## src/hdl/sccto_pkg.sv

```systemverilog
`default_nettype none
package sccto_pkg;

    localparam int DEF_MAX_NODES = 64;
    localparam int DEF_MAX_EDGES = 256;

    localparam int CFG_W  = 7;
    localparam int CFG_AW = 1;
    localparam logic [CFG_AW-1:0] CFG_NODE_COUNT = 1'b0;
    localparam logic [CFG_AW-1:0] CFG_CAND_COUNT = 1'b1;

    localparam int NODE_W = 6;
    localparam int LEN_W  = 7;

    localparam logic CMD_ADD = 1'b0;
    localparam logic CMD_RUN = 1'b1;

    typedef enum logic [4:0] {
        S_IDLE, S_CLR,
        S_CNT_RD, S_CNT_A, S_CNT_B,
        S_PFX_RD, S_PFX_WR, S_PFX_END,
        S_SCT_RD, S_SCT_A, S_SCT_B,
        S_ROOT, S_TWAIT, S_PUSH, S_EDGE, S_TGT, S_VIS,
        S_DONE, S_POP_RD, S_POP_WR, S_RET, S_RESTORE,
        S_EM_INIT, S_SEG_RD, S_SEG_ACC, S_SCAN, S_FIN
    } t_state;

    typedef struct packed {
        logic              last;
        logic              edges_dropped;
        logic [LEN_W-1:0]  loop_length;
        logic              in_loop;
        logic [NODE_W-1:0] candidate_index;
    } t_result;

endpackage
`default_nettype wire

```

## src/hdl/sccto_out_reg.sv

```systemverilog
`default_nettype none
module sccto_out_reg
    import sccto_pkg::*;
(
    input  wire logic    i_clk,
    input  wire logic    i_rst_n,
    input  wire logic    i_load,
    input  wire t_result i_res,
    input  wire logic    i_tready,
    output logic         o_tvalid,
    output t_result      o_res,
    output logic         o_free
);

    logic    r_valid;
    t_result r_res;

    always_ff @(posedge i_clk) begin
        if (!i_rst_n) begin
            r_valid <= 1'b0;
        end else if (i_load) begin
            r_valid <= 1'b1;
        end else if (i_tready) begin
            r_valid <= 1'b0;
        end
    end

    always_ff @(posedge i_clk) begin
        if (i_load) begin
            r_res <= i_res;
        end
    end

    assign o_tvalid = r_valid;
    assign o_res    = r_res;
    assign o_free   = !r_valid || i_tready;

endmodule
`default_nettype wire
```

## config.mk

```make
export PLATFORM = sky130hd
export DESIGN_NAME = sccto_out_reg
export DESIGN_NICKNAME = d
export VERILOG_FILES = /design/src/hdl/sccto_pkg.sv /design/src/hdl/sccto_out_reg.sv
export SDC_FILE = /design/constraint.sdc
export NUM_CORES = 1
export LEC_CHECK = 0
export BUFFER_PORTS_ARGS = -buffer_cell sky130_fd_sc_hd__buf_4
export CAP_MARGIN = 20
export CORE_AREA = 2 2 39 41
export CTS_BUF_LIST = sky130_fd_sc_hd__clkbuf_4
export DETAILED_ROUTE_END_ITERATION = 6
export DIE_AREA = 0 0 41 43
export PLACE_DENSITY = 0.78
export SLEW_MARGIN = 20
export SYNTH_ARGS = -nofsm -noshare
export SYNTH_HDL_FRONTEND = slang
export SYNTH_SLANG_ARGS = --single-unit
export TNS_END_PERCENT = 20
```

## constraint.sdc

```tcl
create_clock -name i_clk -period 0.9 [get_ports i_clk]
set_input_delay 0 -clock i_clk [delete_from_list [all_inputs] [get_ports i_clk]]
set_output_delay 0 -clock i_clk [all_outputs]
set_load 0.02 [all_outputs]
```

# Word-level counts from Yosys, hierarchy flattened

Index checks and enable logic that the tools add are counted.

Bits in registers: 17
Input bits: 20
Output and inout port bits: 18
Word-level logic and storage cells: 11

Mux-type cells: 2
Reduce and logical (&&, ||, !) cells: 3

Operator list:

| kind               | number |
|---|---|
| 1-bit two-way mux  | 2 |
| 2-bit nonzero test | 1 |
| 1-bit zero test    | 1 |
| 1-bit logical OR   | 1 |

# Depth between registers and ports, before layout

Depth after elaboration: 2
Gate-level depth with buffers: 2
Depth with buffers taken out: 2

# Worst setup path before layout

OpenSTA, ideal clock, no wires.

Path kind: reg2reg
From: reg, netlist name o_tvalid
To: reg r_valid, in the netlist o_tvalid
Setup time: 66 ps
Arrival: 708 ps
Required time: 834 ps
Path slack: 126 ps
Cell stages (with the launch flop): 3
Buffers on the path: 0
Period minus slack after synthesis: 774 ps
Path through: dfxtp_1 > nand2b_4 > a21boi_2

RTL lines:

| item                 | RTL line            | RTL |
|---|---|---|
| to (signal assigned) | sccto_out_reg.sv:20 | `r_valid <= 1'b0;` |
| to (signal assigned) | sccto_out_reg.sv:22 | `r_valid <= 1'b1;` |
| to (signal assigned) | sccto_out_reg.sv:24 | `r_valid <= 1'b0;` |
| to (decl)            | sccto_out_reg.sv:15 | `logic r_valid;` |

# Worst setup path after layout

From: reg r_valid, in the netlist o_tvalid
To: out o_free

Word-level cells in the longest chain between the ends: 2

Ends and longest elaborated chain:

| item             | RTL line            | RTL |
|---|---|---|
| 1-bit zero test  | sccto_out_reg.sv:36 | `assign o_free = !r_valid \|\| i_tready;` |
| 1-bit logical OR | sccto_out_reg.sv:36 |  |
| to (decl)        | sccto_out_reg.sv:12 | `output logic o_free` |

No other way between the ends.

==> metrics.md <==
| Metric | Value |
|---|---|
| Latest clock arrival within the worst-skew pair | 0.28 ns |
| Post-synthesis average cell area | 26.5 um^2 |
| CP Buf/Inv Count | 1 |
| Number of antenna violations at the first check in global routing | 0 |
| Height of the die | 43 um |
| Flop2flop setup slack | 0.28 ns |
| Cell variety after synth | 5 |
| Antenna cell count | 0 |
| Post-synthesis instance total | 20 |
| Vias in the first global route | 385 |
| Routed vias/inst | 4.21 |
| Sequence of cells on the critical path | nand2b_4, buf_4 |
| Number of H-tree levels | 1 |
| Area growth from synthesis to layout | 93.9% |
| LEAKAGE | 0.447 nW |
| Starting density of the core | 0.382 |
| Post-CTS clock slew at the launch and capture registers of the worst setup and hold paths | 0.09 ns |
| Launch point of the worst reg-to-reg path | o_tvalid$_SDFFE_PN0P_ |
| Worst setup slack after layout | 0.0476 ns |
| Max incr delay on CP | 0.36 ns |
| Hold Path Class | in2reg |
| DRC violations left | 0 |
| Number of port buffers | 37 |
| Via total after detailed routing | 396 |
| Total stage count of the critical path | 2 |
| Hold Slack | 0.00664 ns |
| Root buffer cell | clkbuf_4 |
| WL/cell | 12.7 um |
| All-layer global routing usage | 0.159 |
| CTS sink count | 17 |
| CP arrival | 0.85 ns |
| Total wirelength of the detailed-routed design | 1190 um |
| DP Wirelength | 784 um |
| Setup_tns | 0 ns |
| Worst clock skew | 0 ns |
| Worst slew margin relative to its limit | 0.865 |
| Setup Slack @ Placement | 0.263 ns |
| Setup Fix Bufs, Post-CTS | 0 |
| Max-capacitance violation count | 0 |
| Endpoint of the worst hold path | o_tvalid$_SDFFE_PN0P_ |
| Sequential-to-total area share from yosys stat | 0.946 |
| Die Width | 41 um |
| Maximum fanout along the worst path | 2 |
| Time the worst path needs with I/O delays and setup | 0.852 ns |
| GRT Residual Overflow | 0 |
| Master of the slowest instance on the critical path | dfxtp_2 |
| Number of detailed-route iterations in the first pass | 1 |
| Final worst path period share | 0.947 |
| Power density of the placed cells | 1610 mW/mm^2 |
| Count of hold buffers inserted by post-cts repair | 17 |
| Layout filler cell count | 91 |
| Site row count | 14 |
| Layout Nets | 99 |
| IO Count | 38 |
| Max Slew Vio Count | 0 |
| Count of state elements after synthesis | 17 |
| Most common library cell in the layout ignoring fill and taps | buf_4 |
| Area of combinational cells with multiple inputs | 25.0 um^2 |
| Final setup violation count | 0 |
| CORE AREA | 0.00138 mm^2 |
| First-pass GRT wire length | 1700 um |
| Setup repair after global routing missed its margin | no |
| Die Outline Area | 0.00176 mm^2 |
| Final weighted congestion of routability-driven global placement | 0.582 |
| Worst reg2reg endpoint | o_tvalid$_SDFFE_PN0P_ |
| Combined area of all synthesized cells | 529 um^2 |
| Clock tree buffer depth | 2 |
| Leading cell types in the layout, fill and taps excluded | buf_4 (37), dlygate4sd3_1 (17), edfxtp_1 (16), clkbuf_4 (3) |
| Iteration-0 DRC Markers | 0 |
| Net count of the mapped netlist | 40 |
| Fin. Hold Viols | 0 |
| Run status | finished, final reports clean |
| Largest net degree at the start of global routing | 18 |
| TritonCTS buffer count | 3 |
| Critical setup path kind | reg2out |
| Maximum vdd ir drop | 1.09 mV |
| Worst Max-Slew Pin Slew | 0.203 ns |
| Number of cells on the worst reg-to-reg path | 2 |
| Data required, critical path | 0.90 ns |
| Register cell area after layout | 502 um^2 |
| Ratio of cells with drive above 1 in the final layout | 0.564 |
| TritonCTS clock tree | done |
| Setup crit end kind | output pin |
| Warning count from the yosys run | 0 |
| Remaining antenna violation count | 0 |
| Worst setup SP type | flip-flop |
| Depth of the worst hold-timing path | 3 |
| Startpoint of the most critical hold path | i_tready |
| Highest clock frequency the design can meet | 1170 MHz |
| CP delay by family, top | flip-flops |
-- timing repair --
action                                  4_1_cts  5_1_grt
gates resized for setup                       1        0
endpoints found under the hold margin        17        1
endpoints found under the setup margin        1        0
-- cells by family (layout without fill, tap and decap cells) --
logic type,count (synthesis),after routing,synth area share
compound gates,1,1,0.0213
simple gates,1,1,0.0260
flops,17,17,0.946
buf+inv,1,59,0.00709
-- cell type report --
cell class                      instances  share of cell area
Clock buffer                            3              0.0220
Clock inverter                          1             0.00488
Inverter                                1             0.00366
Multi-Input combinational cell          2              0.0244
Sequential cell                        17               0.489
Tap cell                               16              0.0195
Timing Repair Buffer                   54               0.437
-- through the flow --
step / util / total power, W / instance area [um^2] / instances
floorplan: - / 0.00106 / 529 / 20
global placement: 0.598 / 0.00122 / 827 / 73
detailed placement: 0.598 / 0.00123 / 827 / 73
CTS: 0.741 / 0.00167 / 1030 / 94
global route: 0.741 / 0.00174 / 1030 / 94
finish: 0.741 / 0.00165 / 1030 / 94
-- worst register-to-register path, stage by stage, from the launching register on --
cell and delay [ns]:
dfxtp_2 0.36, nand2b_4 0.06, a21boi_2 0.13
-- flip-flops by register name, summed over array words and instances, names as in the netlist --
register,flops
o_res,16
o_tvalid,1
-- cell usage after synthesis (all sizes together) --
cell type / count / share of area
edfxtp: 16 / 0.91
dfxtp: 1 / 0.038
nand2b: 1 / 0.026
inv: 1 / 0.0071
a21boi: 1 / 0.021
-- metal layers --
metal,vias up,track usage,wire length (um)
li1,193,-,-
met1,166,0.149,423
met2,35,0.269,592
met3,2,0.0576,170
met4,0,0.100,4
met5,-,0,0
-- worst max-delay path by stage --
stage | from | end | slack [ns]
floorplan | o_tvalid$_SDFFE_PN0P_ | o_tvalid$_SDFFE_PN0P_ | 0.13
global placement | o_tvalid$_SDFFE_PN0P_ | o_tvalid$_SDFFE_PN0P_ | 0.31
detailed placement | o_tvalid$_SDFFE_PN0P_ | o_tvalid$_SDFFE_PN0P_ | 0.26
CTS | o_tvalid$_SDFFE_PN0P_ | o_free | 0.03
global route | o_res[12]$_DFFE_PP_ | o_res[12] | 0.0004
finish | o_tvalid$_SDFFE_PN0P_ | o_free | 0.05
-- power by group --
part	internal (W)	total (W)	switching, W
clock network	0.000165	0.000379	0.000215
registers	0.000932	0.000950	0.0000184
logic	0.000179	0.000321	0.000142
Note: power is estimated with default switching activity, not from simulation.
